===== config.mk =====
export PLATFORM = sky130hd
export DESIGN_NAME = oroc_mem
export DESIGN_NICKNAME = d
export VERILOG_FILES = /design/src/hw/rtl/octilinear_route_obstacle_check_top_defines.svh /design/src/hw/rtl/oroc_pkg.sv /design/src/hw/rtl/oroc_mem.sv
export SDC_FILE = /design/constraint.sdc
export NUM_CORES = 2
export LEC_CHECK = 0
export ABC_CLOCK_PERIOD_IN_PS = 6800
export BUFFER_PORTS_ARGS = -buffer_cell sky130_fd_sc_hd__buf_4
export CAP_MARGIN = 5
export CELL_PAD_IN_SITES_DETAIL_PLACEMENT = 1
export CELL_PAD_IN_SITES_GLOBAL_PLACEMENT = 2
export CORE_MARGIN = 3
export CORE_UTILIZATION = 51
export CTS_CLUSTER_SIZE = 30
export DETAILED_ROUTE_END_ITERATION = 16
export GPL_TIMING_DRIVEN = 0
export PLACE_DENSITY_LB_ADDON = 0.1
export SLEW_MARGIN = 25
export SYNTH_ARGS = -nofsm -noshare
export SYNTH_HDL_FRONTEND = slang
export SYNTH_SLANG_ARGS = --single-unit

===== constraint.sdc =====
create_clock -name clk -period 6.8 [get_ports clk]
set_clock_uncertainty 0.15 [all_clocks]
set_input_delay 0.68 -clock clk [delete_from_list [all_inputs] [get_ports clk]]
set_output_delay 0.68 -clock clk [all_outputs]
set_load 0.01 [all_outputs]

===== src/hw/rtl/octilinear_route_obstacle_check_top_defines.svh =====
// ----------------------------------------------------------------------------
// octilinear route obstacle check assertion macros
// concurrent check helpers, empty for synthesis
// ----------------------------------------------------------------------------
`ifndef OCTILINEAR_ROUTE_OBSTACLE_CHECK_TOP_DEFINES_SVH
`define OCTILINEAR_ROUTE_OBSTACLE_CHECK_TOP_DEFINES_SVH

`ifndef SYNTHESIS
`define OROC_ASSERT(lbl, prop, msg) \
	lbl: assert property (@(posedge clk) disable iff (!arst_n) prop) else $error(msg);
`define OROC_ASSERT_ALWAYS(lbl, prop, msg) \
	lbl: assert property (@(posedge clk) prop) else $error(msg);
`else
`define OROC_ASSERT(lbl, prop, msg)
`define OROC_ASSERT_ALWAYS(lbl, prop, msg)
`endif

`endif


===== src/hw/rtl/oroc_pkg.sv =====
// ----------------------------------------------------------------------------
// oroc_pkg
// shared types and constants of the octilinear route obstacle check
// ----------------------------------------------------------------------------
`default_nettype none
package oroc_pkg;
	localparam int MAX_OBSTACLES = 64;
	localparam int COORD_BITS = 16;
	localparam int AW = $clog2(MAX_OBSTACLES);
	localparam int CNT_W = $clog2(MAX_OBSTACLES + 1);
	localparam int CW = COORD_BITS + 3;
	localparam int CFG_W = 7;
	localparam int RECT_W = 4 * COORD_BITS;

	typedef logic [COORD_BITS-1:0] coord_t;
	typedef logic signed [CW-1:0] cw_t;
	typedef logic [AW-1:0] addr_t;

	typedef struct packed {
		coord_t lx;
		coord_t by;
		coord_t rx;
		coord_t ty;
	} rect_t;

	typedef struct packed {
		logic hok;
		logic vok;
		logic dok;
		logic up;
		coord_t hpos;
		coord_t hlo;
		coord_t hhi;
		coord_t vpos;
		coord_t vlo;
		coord_t vhi;
		coord_t sx;
		coord_t sy;
		coord_t ex;
		coord_t ey;
		coord_t dly;
		coord_t dhy;
		coord_t l;
		coord_t r;
		coord_t b;
		coord_t t;
	} route_t;

	typedef struct packed {
		logic vld;
		logic fin;
		addr_t slot;
	} tok_t;

	typedef struct packed {
		tok_t tok;
		logic hit;
	} res_t;

	function automatic cw_t ext(input coord_t v);
		ext = $signed({{(CW-COORD_BITS){1'b0}}, v});
	endfunction
endpackage
`default_nettype wire


===== src/hw/rtl/oroc_mem.sv =====
// ----------------------------------------------------------------------------
// oroc_mem
// obstacle rectangle table, one write and one registered read port
// ----------------------------------------------------------------------------
`default_nettype none
module oroc_mem (
	input wire logic clk,
	input wire logic wr_en,
	input wire oroc_pkg::addr_t wr_addr,
	input wire oroc_pkg::rect_t wr_data,
	input wire logic rd_en,
	input wire oroc_pkg::addr_t rd_addr,
	output oroc_pkg::rect_t rd_data
);
	import oroc_pkg::*;

	rect_t mem [MAX_OBSTACLES];
	rect_t rd_q;

	always_ff @(posedge clk) begin
		if (wr_en) begin
			mem[wr_addr] <= wr_data;
		end
		if (rd_en) begin
			rd_q <= mem[rd_addr];
		end
	end

	assign rd_data = rd_q;
endmodule
`default_nettype wire


==> run_results.csv <==
group,metric,value,unit
status,status,"finished, final reports clean",
routing,firstDrtPassIters,6,
global_routing,grt_overflow,0,
routing,detail-route-antenna-nets,0,
global_routing,grtUsageTotal,29.37,%
die,die-area,0.3145,mm^2
cts,cts.sink_count,4160,
hold_path,holdPathStages,1,
pwr,p_leak,57.94,nW
synthesis,yosysTopAreaCell,"edfxtp_1",
worst_setup_path,cp.arrival,4.92,ns
timing,setup_viol,0,
worst_setup_path,critPathRequiredTime,7.26,ns
pwr,p_per_area,294.8,mW/mm^2
timing,tightest_slew,1.220,ns
timing,max_freq,224.3,MHz
synthesis,synth_top_area_share,79.57,%
placement,dp_slack,1.468,ns
cts,cts_hold_buf,0,
synthesis,synth_ff_type,"edfxtp_1",
synthesis,synthTopCellsByCount,"edfxtp_1, mux4_2, buf_2, a22oi_1, clkbuf_1",
routing,route.detailed.drc,0,
die,die-height,560.8,um
timing,worst_slack,2.342,ns
synthesis,synthTopCellsByArea,"edfxtp_1, mux4_2, mux2i_1, a22oi_1, buf_2",
synthesis,syn_nets,6677,
cts,cts_tree,"done",
cts,cts-root-buf,"clkbuf_16",
synthesis,synth_edf_count,4160,
cts,clk_path_buf_depth,4,
synthesis,synth_cells,6598,
global_routing,grt_pass1_wl,643700,um
worst_setup_path,cp_num_buf_inv,5,
timing,final_hold_viol_count,0,
timing,slew_violations,0,
timing,relSlewSlack,18.68,%
finish,drive_gt1_share,30.75,%
die,core,0.3061,mm^2
worst_setup_path,crit_family,"buffers and inverters",
worst_setup_path,crit_path_max_incr_delay,0.80,ns
global_routing,grt_pass1_vias,80510,
timing,post-route-min-period,4.458,ns
routing,drt-total-wl,461300,um
synthesis,seq_area_frac_synth,79.57,%
cts,post_cts_resize_count,0,
worst_setup_path,cp_common_cell,"buf_2",
finish,area_delta_synth_final,17.40,%
worst_setup_path,path_cells,"buf_2 -> buf_4 -> buf_2 -> buf_2 -> buf_4 -> mux2i_1 -> o22ai_1 -> a31oi_1 -> a211oi_1",
cts,clkTransAtPathRegs,0.06,ns
cts,cts_made_buffers,425,
worst_setup_path,crit_cells,9,
cts,h-tree-depth,5,
finish,fillers,24470,
routing,drt-vias-per-instance,6.528,
synthesis,yosysMostFrequentCell,"edfxtp_1",
synthesis,syn_area,0.1570,mm^2
synthesis,yosys_warnings,0,
finish,final_net_count,7546,
timing,rsz0062_at_grt,"false",
placement,routabilityCongestion,0.7940,
synthesis,synthArstFlopShare,0,%
pwr,power.total,0.05433,W
worst_setup_path,endpoint_kind,"flop",
die,dieWidth,560.8,um
die,ios,143,
global_routing,antenna_found_initial,62,
job,max_cap_violations,0,
placement,hpwl,313500,um
worst_setup_path,crit_type,"in2reg",
die,rows,203,
worst_setup_path,r2r_cells,5,
synthesis,yosysUniqueCellTypes,32,
synthesis,syn_area_per_cell,23.79,um^2
synthesis,ys_ff_latch,4160,
routing,drt_iter0_drc,12100,
pwr,irDropWorstVdd,0.0002671,V
timing,period_share,65.55,%
cts,post_cts_buffers,0,
worst_setup_path,worst_setup_path_start_kind,"primary input",
worst_setup_path,path_max_fanout,10,
worst_setup_path,slowest_stage,"a211oi_1",
routing,wire_per_inst,38.66,um
placement,numPortBuffers,134,
routing,vias,77890,
die,start_util,51.29,%
cts,clkLatencyLatePin,0.97,ns
global_routing,grt_max_degree,65,
hold_path,hp-class,"in2reg",
[sequential cells by signal, summed over array words and instances (netlist names)]
register,flops
rd_data,64
mem,4096
[routing by layer]
metal	global-route usage, %	routed length [um]
met1	43.16	185100
met2	45.92	218600
met3	5.051	41740
met4	8.656	15670
met5	0	157
[final cells by class]
cell class / count / area (um^2) / area share [%]
repair buffers: 442 / 7919 / 4.296
flip-flops and latches: 4160 / 124900 / 67.78
well taps: 4100 / 5130 / 2.783
inverters: 19 / 71.32 / 0.03869
clock inverters: 264 / 2356 / 1.278
diodes: 9 / 22.52 / 0.01222
plain buffers: 370 / 1794 / 0.9735
clock buffers: 518 / 11200 / 6.075
multi-input cells: 2049 / 30900 / 16.77
[worst reg2reg max path, stage by stage, from the launching register on]
cell and delay, ns:
edfxtp_1 0.33, mux4_2 0.24, mux2i_1 0.12, o22ai_1 0.80, a31oi_1 0.34, a211oi_1 0.81
[stage by stage]
stage | instances | cell area, um^2 | util (%) | hold slack, ns | setup TNS [ns]
after global placement | 10830 | 163100 | 53.30 | 0.7950 | -8820.40
final | 11930 | 184300 | 60.22 | 0.1196 | 0
after floorplan | 6598 | 157000 | - | 0.6289 | 0
after detailed placement | 11140 | 170700 | 55.78 | 0.8127 | 0
after global routing | 11920 | 184300 | 60.21 | 0.1150 | 0
after CTS | 11920 | 184300 | 60.21 | 0.06320 | 0
[power by group]
part | internal [W] | switching [W]
clock network | 0.0131 | 0.00981
registers | 0.0284 | 0.0000523
logic | 0.000963 | 0.00194
total | 0.0425 | 0.0118
[final timing paths]
kind                                    end         from  slack, ns
worst min-delay path            mem[31][45]  wr_data[45]       0.12
worst max-delay path             rd_data[7]   rd_addr[2]       2.34
worst min register to register  rd_data[34]  mem[62][34]       0.80
worst max register to register   rd_data[7]   mem[58][7]       3.70
[cell usage in the layout, fill, tap and decap left out, types with 21 or more instances in the layout]
| cell | instances |
|---|---|
| clkinv_2 | 79 |
| clkinvlp_4 | 21 |
| o22ai_1 | 76 |
| a22o_1 | 88 |
| nor2b_1 | 28 |
| a22oi_1 | 168 |
| o221ai_1 | 38 |
| buf_16 | 151 |
| nor2_4 | 62 |
| edfxtp_1 | 4160 |
| or3_1 | 29 |
| and3_1 | 64 |
| nand3_1 | 45 |
| buf_4 | 192 |
| buf_12 | 118 |
| nand2_1 | 58 |
| nor2_1 | 48 |
| buf_2 | 172 |
| clkbuf_1 | 212 |
| clkbuf_16 | 435 |
| a211oi_1 | 61 |
| or2_2 | 28 |
| bufinv_16 | 38 |
| mux2i_1 | 135 |
| clkinv_1 | 108 |
| mux4_2 | 1024 |
[cell families (layout without fill, tap and decap cells)]
family	Yosys count	after routing	synth area share, %
flip-flops	4160	4160	79.57
other	0	9	0
AO/OA/AOI/OAI	504	504	2.467
multiplexers	1159	1159	15.55
buffers and inverters	389	1613	1.176
AND/OR/NAND/NOR	386	386	1.235
No activity file was read; power rests on OpenSTA's default activity.
