## src/hw/rtl/octilinear_route_obstacle_check_top_defines.svh

```systemverilog
// ----------------------------------------------------------------------------
// octilinear route obstacle check assertion macros
// concurrent check helpers, empty for synthesis
// ----------------------------------------------------------------------------
`ifndef OCTILINEAR_ROUTE_OBSTACLE_CHECK_TOP_DEFINES_SVH
`define OCTILINEAR_ROUTE_OBSTACLE_CHECK_TOP_DEFINES_SVH

`ifndef SYNTHESIS
`define OROC_ASSERT(lbl, prop, msg) \
	lbl: assert property (@(posedge clk) disable iff (!arst_n) prop) else $error(msg);
`define OROC_ASSERT_ALWAYS(lbl, prop, msg) \
	lbl: assert property (@(posedge clk) prop) else $error(msg);
`else
`define OROC_ASSERT(lbl, prop, msg)
`define OROC_ASSERT_ALWAYS(lbl, prop, msg)
`endif

`endif

```

## src/hw/rtl/oroc_pkg.sv

```systemverilog
// ----------------------------------------------------------------------------
// oroc_pkg
// shared types and constants of the octilinear route obstacle check
// ----------------------------------------------------------------------------
`default_nettype none
package oroc_pkg;
	localparam int MAX_OBSTACLES = 64;
	localparam int COORD_BITS = 16;
	localparam int AW = $clog2(MAX_OBSTACLES);
	localparam int CNT_W = $clog2(MAX_OBSTACLES + 1);
	localparam int CW = COORD_BITS + 3;
	localparam int CFG_W = 7;
	localparam int RECT_W = 4 * COORD_BITS;

	typedef logic [COORD_BITS-1:0] coord_t;
	typedef logic signed [CW-1:0] cw_t;
	typedef logic [AW-1:0] addr_t;

	typedef struct packed {
		coord_t lx;
		coord_t by;
		coord_t rx;
		coord_t ty;
	} rect_t;

	typedef struct packed {
		logic hok;
		logic vok;
		logic dok;
		logic up;
		coord_t hpos;
		coord_t hlo;
		coord_t hhi;
		coord_t vpos;
		coord_t vlo;
		coord_t vhi;
		coord_t sx;
		coord_t sy;
		coord_t ex;
		coord_t ey;
		coord_t dly;
		coord_t dhy;
		coord_t l;
		coord_t r;
		coord_t b;
		coord_t t;
	} route_t;

	typedef struct packed {
		logic vld;
		logic fin;
		addr_t slot;
	} tok_t;

	typedef struct packed {
		tok_t tok;
		logic hit;
	} res_t;

	function automatic cw_t ext(input coord_t v);
		ext = $signed({{(CW-COORD_BITS){1'b0}}, v});
	endfunction
endpackage
`default_nettype wire

```

## src/hw/rtl/oroc_eval.sv

```systemverilog
// ----------------------------------------------------------------------------
// oroc_eval
// two-stage obstacle test against the current route
// ----------------------------------------------------------------------------
`default_nettype none
module oroc_eval (
	input wire logic clk,
	input wire logic arst_n,
	input wire logic en,
	input wire oroc_pkg::route_t route,
	input wire oroc_pkg::rect_t rect,
	input wire oroc_pkg::tok_t tok,
	output oroc_pkg::res_t res
);
	import oroc_pkg::*;

	// stage 1 signals
	logic reject, hhit, vhit, ins;
	cw_t q, c0, c1, c2, c3;

	tok_t tok_s1;
	rect_t rect_s1;
	logic reject_s1, hhit_s1, vhit_s1, ins_s1;
	cw_t c_s1 [4];

	// stage 2 signals
	logic [3:0] m;
	cw_t px [4];
	cw_t py [4];
	logic [1:0] ia, ib;
	logic found_a, found_b;
	logic [2:0] cnt;
	logic dblk, hit;
	res_t res_s2;

	always_comb begin
		reject = (rect.lx >= route.r) || (rect.by >= route.t) ||
			(rect.rx <= route.l) || (rect.ty <= route.b);
		hhit = route.hok && !((route.hpos <= rect.by) || (route.hpos >= rect.ty) ||
			(route.hhi <= rect.lx) || (route.hlo >= rect.rx));
		vhit = route.vok && !((route.vpos <= rect.lx) || (route.vpos >= rect.rx) ||
			(route.vhi <= rect.by) || (route.vlo >= rect.ty));
		ins = (route.sx > rect.lx && route.sx < rect.rx &&
			route.sy > rect.by && route.sy < rect.ty) ||
			(route.ex > rect.lx && route.ex < rect.rx &&
			route.ey > rect.by && route.ey < rect.ty);
		q = route.up ? ext(route.sy) - ext(route.sx) : ext(route.sy) + ext(route.sx);
		c0 = route.up ? ext(rect.by) - q : q - ext(rect.by);
		c1 = route.up ? ext(rect.ty) - q : q - ext(rect.ty);
		c2 = route.up ? ext(rect.lx) + q : q - ext(rect.lx);
		c3 = route.up ? ext(rect.rx) + q : q - ext(rect.rx);
	end

	always_ff @(posedge clk or negedge arst_n) begin
		if (!arst_n) begin
			tok_s1 <= '0;
		end else if (en) begin
			tok_s1 <= tok;
		end
	end

	always_ff @(posedge clk) begin
		if (en) begin
			rect_s1 <= rect;
			reject_s1 <= reject;
			hhit_s1 <= hhit;
			vhit_s1 <= vhit;
			ins_s1 <= ins;
			c_s1[0] <= c0;
			c_s1[1] <= c1;
			c_s1[2] <= c2;
			c_s1[3] <= c3;
		end
	end

	always_comb begin
		m[0] = c_s1[0] >= ext(rect_s1.lx) && c_s1[0] <= ext(rect_s1.rx) &&
			c_s1[0] >= ext(route.sx) && c_s1[0] <= ext(route.ex);
		m[1] = c_s1[1] >= ext(rect_s1.lx) && c_s1[1] <= ext(rect_s1.rx) &&
			c_s1[1] >= ext(route.sx) && c_s1[1] <= ext(route.ex);
		m[2] = c_s1[2] >= ext(rect_s1.by) && c_s1[2] <= ext(rect_s1.ty) &&
			c_s1[2] >= ext(route.dly) && c_s1[2] <= ext(route.dhy);
		m[3] = c_s1[3] >= ext(rect_s1.by) && c_s1[3] <= ext(rect_s1.ty) &&
			c_s1[3] >= ext(route.dly) && c_s1[3] <= ext(route.dhy);
		px[0] = c_s1[0];
		py[0] = ext(rect_s1.by);
		px[1] = c_s1[1];
		py[1] = ext(rect_s1.ty);
		px[2] = ext(rect_s1.lx);
		py[2] = c_s1[2];
		px[3] = ext(rect_s1.rx);
		py[3] = c_s1[3];
		ia = '0;
		ib = '0;
		found_a = 1'b0;
		found_b = 1'b0;
		for (int i = 0; i < 4; i++) begin
			if (m[i] && found_a && !found_b) begin
				ib = 2'(i);
				found_b = 1'b1;
			end
			if (m[i] && !found_a) begin
				ia = 2'(i);
				found_a = 1'b1;
			end
		end
		cnt = 3'(m[0]) + 3'(m[1]) + 3'(m[2]) + 3'(m[3]);
		dblk = ins_s1 || (cnt >= 3'd3) ||
			(cnt == 3'd2 && !(px[ia] == px[ib] && py[ia] == py[ib]));
		hit = !reject_s1 && (hhit_s1 || vhit_s1 || (route.dok && dblk));
	end

	always_ff @(posedge clk or negedge arst_n) begin
		if (!arst_n) begin
			res_s2 <= '0;
		end else if (en) begin
			res_s2.tok <= tok_s1;
			res_s2.hit <= hit && tok_s1.vld && !tok_s1.fin;
		end
	end

	assign res = res_s2;
endmodule
`default_nettype wire

```

## config.mk

```make
export PLATFORM = sky130hd
export DESIGN_NAME = oroc_eval
export DESIGN_NICKNAME = d
export VERILOG_FILES = /design/src/hw/rtl/octilinear_route_obstacle_check_top_defines.svh /design/src/hw/rtl/oroc_pkg.sv /design/src/hw/rtl/oroc_eval.sv
export SDC_FILE = /design/constraint.sdc
export NUM_CORES = 1
export LEC_CHECK = 0
export BUFFER_PORTS_ARGS = -buffer_cell sky130_fd_sc_hd__buf_2
export CAP_MARGIN = 20
export CORE_UTILIZATION = 55
export CTS_CLUSTER_SIZE = 12
export DETAILED_ROUTE_END_ITERATION = 8
export GPL_TIMING_DRIVEN = 0
export PLACE_DENSITY_LB_ADDON = 0.08
export SLEW_MARGIN = 20
export SYNTH_ARGS = -nofsm -noshare
export SYNTH_HDL_FRONTEND = slang
export SYNTH_SLANG_ARGS = --single-unit
export TNS_END_PERCENT = 100
```

## constraint.sdc

```tcl
create_clock -name clk -period 5.1 [get_ports clk]
set_input_delay 0.51 -clock clk [delete_from_list [all_inputs] [get_ports clk]]
set_output_delay 0.51 -clock clk [all_outputs]
set_load 0.1 [all_outputs]
```

==> reports/results.txt <==
Status - finished with violations
Failing checks - negative setup slack
Final hold violation count - 0
Clock sink count - 161
Die height - 222 µm
Min Tclk post-route - 6.14 ns
Yosys cell types - 79
Most frequent cells in the layout - ha_1, buf_2, inv_1
Final Core Density - 0.645
Vias per inst - 6.57
Site row count - 80
Mapped Avg Cell Area - 8.67 µm²
Worst slew margin - 0.271
Post-Route WL - 109000 µm
Worst Path Required - 5.40 ns
Power per Cell Area - 302 mW/mm²
Fillcell total - 4064
Worst Path Arrival - 6.43 ns
Layout cells sized above 1 - 0.173
YS warnings - 0
Primary FF master, synth - edfxtp_1
H-tree lvl count - 4
Nets - 4535
Min-delay worst type - in2reg
Placed cell count - 4044
Clk buf depth - 2
Max Freq - 163 MHz
Skew final - 0.0106 ns
Critical path's most frequent cell - o21a_1
Cell Count, Final, Fillers Out - 4107
Total number of vias - 26985
Register cell area after layout - 0.00475 mm²
Syn Nets - 4140
Max-Cap Viols - 0
Reg clk slew, reported paths - 0.08 ns
Area of the core - 0.0478 mm²
Crit-path max cell delay - 0.47 ns
Die area - 0.0495 mm²
Mapped cell area - 0.0267 mm²
Maximum vdd drop - 279 µV
Hpwl dp - 90400 µm
TritonCTS clock tree - yes
Antenna Cells - 0
Overall power - 9330 µW
Startpoint Class - register
Crit-path max FO - 10
Residual DRC count - 0
Most common cell after layout, fill and taps aside - ha_1
Synth-to-Final Area Change - 15.4%
CP Capture Type - register
Post-synthesis sequential area ratio - 0.178
Pre-antenna DRT Iters - 7
Final setup fails - 1
Initial Util - 0.559
Footprint of the multi-input gates - 0.0210 mm²
# IOs - 344
All-Layer GR Usage - 0.434
Reg2reg setup slack - -1.04 ns
PnR worst setup slack - -1.04 ns
Gpl congestion - 1.11
Slew at the pin with the worst max-slew slack - 1.08 ns
Unrepaired setup endpoints after global routing - true
Vias in the first global route - 27209
Die width - 222 µm
Crit Path Class - reg2reg
Cts bufs inserted - 17
Input/output buffers - 343
Slowest CP cell - edfxtp_1
CTS Root Cell - clkbuf_16
EDFF count, synth - 144
Wire per inst - 26.6 µm
Setup TNS Final - -1.04 ns
Largest net degree at the start of global routing - 83
Post-placement cell area - 0.0293 mm²
First-pass GRT wire length - 160000 µm
Synth Register Bits - 161
Worst-skew pair later-pin latency - 0.47 ns
Max Slew Vio Count - 0
Initial drt markers - 2975
LEAKAGE - 0.0157 µW
Final period util - 1.20
Async set-reset flop share out of synthesis - 0.106
Grt ovf - 0
Final instance area - 0.0309 mm²
Routed Antenna Nets - 0
Initial antenna violation count - 5
Post-synthesis cell count - 3084
## cell usage after synthesis (8+ instances only)
| master | n | area (µm²) |
|---|---|---|
| clkbuf_1 | 41 | 154 |
| inv_1 | 343 | 1290 |
| mux2_2 | 32 | 360 |
| nor2b_1 | 83 | 519 |
| o31ai_1 | 12 | 90.1 |
| xor2_1 | 32 | 280 |
| a2111oi_0 | 11 | 96.3 |
| o21a_1 | 52 | 390 |
| a41oi_1 | 10 | 87.6 |
| o22ai_1 | 33 | 206 |
| nand4_1 | 90 | 563 |
| o221ai_1 | 34 | 298 |
| a21o_1 | 163 | 1220 |
| xnor2_1 | 101 | 885 |
| edfxtp_1 | 144 | 4320 |
| buf_2 | 10 | 50.1 |
| a211o_1 | 8 | 70.1 |
| ha_1 | 712 | 8910 |
| a21oi_1 | 256 | 1280 |
| nand2b_1 | 66 | 413 |
| or3_1 | 9 | 56.3 |
| dfrtp_1 | 17 | 425 |
| a31oi_1 | 19 | 119 |
| and3_1 | 9 | 56.3 |
| a211oi_1 | 33 | 248 |
| nand2_1 | 92 | 345 |
| o21bai_1 | 16 | 120 |
| fa_1 | 9 | 180 |
| buf_1 | 8 | 30.0 |
| and2_1 | 13 | 81.3 |
| mux2i_1 | 44 | 440 |
| o21ai_0 | 192 | 961 |
| a21boi_0 | 10 | 75.1 |
| nand3_1 | 44 | 220 |
| nor2_1 | 160 | 601 |
| nor3_1 | 47 | 235 |
| nor4_1 | 28 | 175 |
## stage by stage
stage          hold slack [ns]  setup slack (ns)
6_report                 0.272             -1.04
5_1_grt                  0.269             -1.16
4_1_cts                  0.270            -0.779
3_5_place_dp             0.451             -2.29
3_3_place_gp             0.436             -2.10
2_1_floorplan            0.214            -0.237
## registers in the layout (all words and copies together) (netlist names)
name       cells
hhit_s1        1
vhit_s1        1
py            32
reject_s1      1
res            9
px            32
c_s1          76
tok_s1         8
ins_s1         1
## worst max-delay path: cells and delay by family (launching register included)
| family | cells | cell delay [ns] |
|---|---|---|
| AOI/OAI and AO/OA | 15 | 2.72 |
| buffers and inverters | 5 | 0.98 |
| DFF | 1 | 0.47 |
| adders and majority gates | 2 | 0.52 |
| xor gates and xnor gates | 1 | 0.14 |
| and+or+nand+nor | 6 | 1.14 |
## worst paths after layout
check	from	depth (start not counted)	to
max	c_s1[1][1]	29	res[0]
min	tok[1]	2	tok_s1[1]
min reg2reg	tok_s1[1]	1	tok_s1[1]
max in group asynchronous	arst_n	2	res[6]
min in group asynchronous	arst_n	2	tok_s1[5]
max reg2reg	c_s1[1][1]	29	res[0]
## metal layers
layer / GRT usage / vias up / share of wire
met4: 0.332 / 2 / 0.089
met3: 0.0750 / 481 / 0.085
li1: - / 12243 / -
met2: 0.709 / 1501 / 0.45
met1: 0.509 / 12758 / 0.38
met5: 0 / - / 0.000092
## cell type report
class                   count  area share
flip-flops and latches    161       0.154
clock inverters            14     0.00499
multi-input cells        2513       0.681
inverters                 348      0.0429
plain buffers              57      0.0118
clock buffers              18      0.0146
repair buffers            381      0.0661
well taps                 615      0.0249
## logic make-up after synthesis
kind of cell / count (synthesis) / share of synthesized area
compound gates: 920 / 0.221
fa+ha+maj: 723 / 0.341
simple gates: 661 / 0.128
buf+inv: 410 / 0.0586
flops: 161 / 0.178
xor+xnor: 133 / 0.0436
mux: 76 / 0.0300
## report_power, final
part	total [µW]	switching, µW	internal [µW]	leakage [µW]
Clock	1350	661	688	0.000296
Sequential	2450	610	1840	0.00161
Combinational	5530	3210	2320	0.0138
## timing repair
item | 4_1_cts | 5_1_grt
pin swaps | 22 | 19
gates cloned | 0 | 0
setup buffers | 25 | 10
gates resized for setup | 116 | 67
hold buffers | 1 | 0
setup endpoints to repair | 44 | 19
hold endpoints to repair | 17 | 0
No activity file was read; power rests on OpenSTA's default activity.
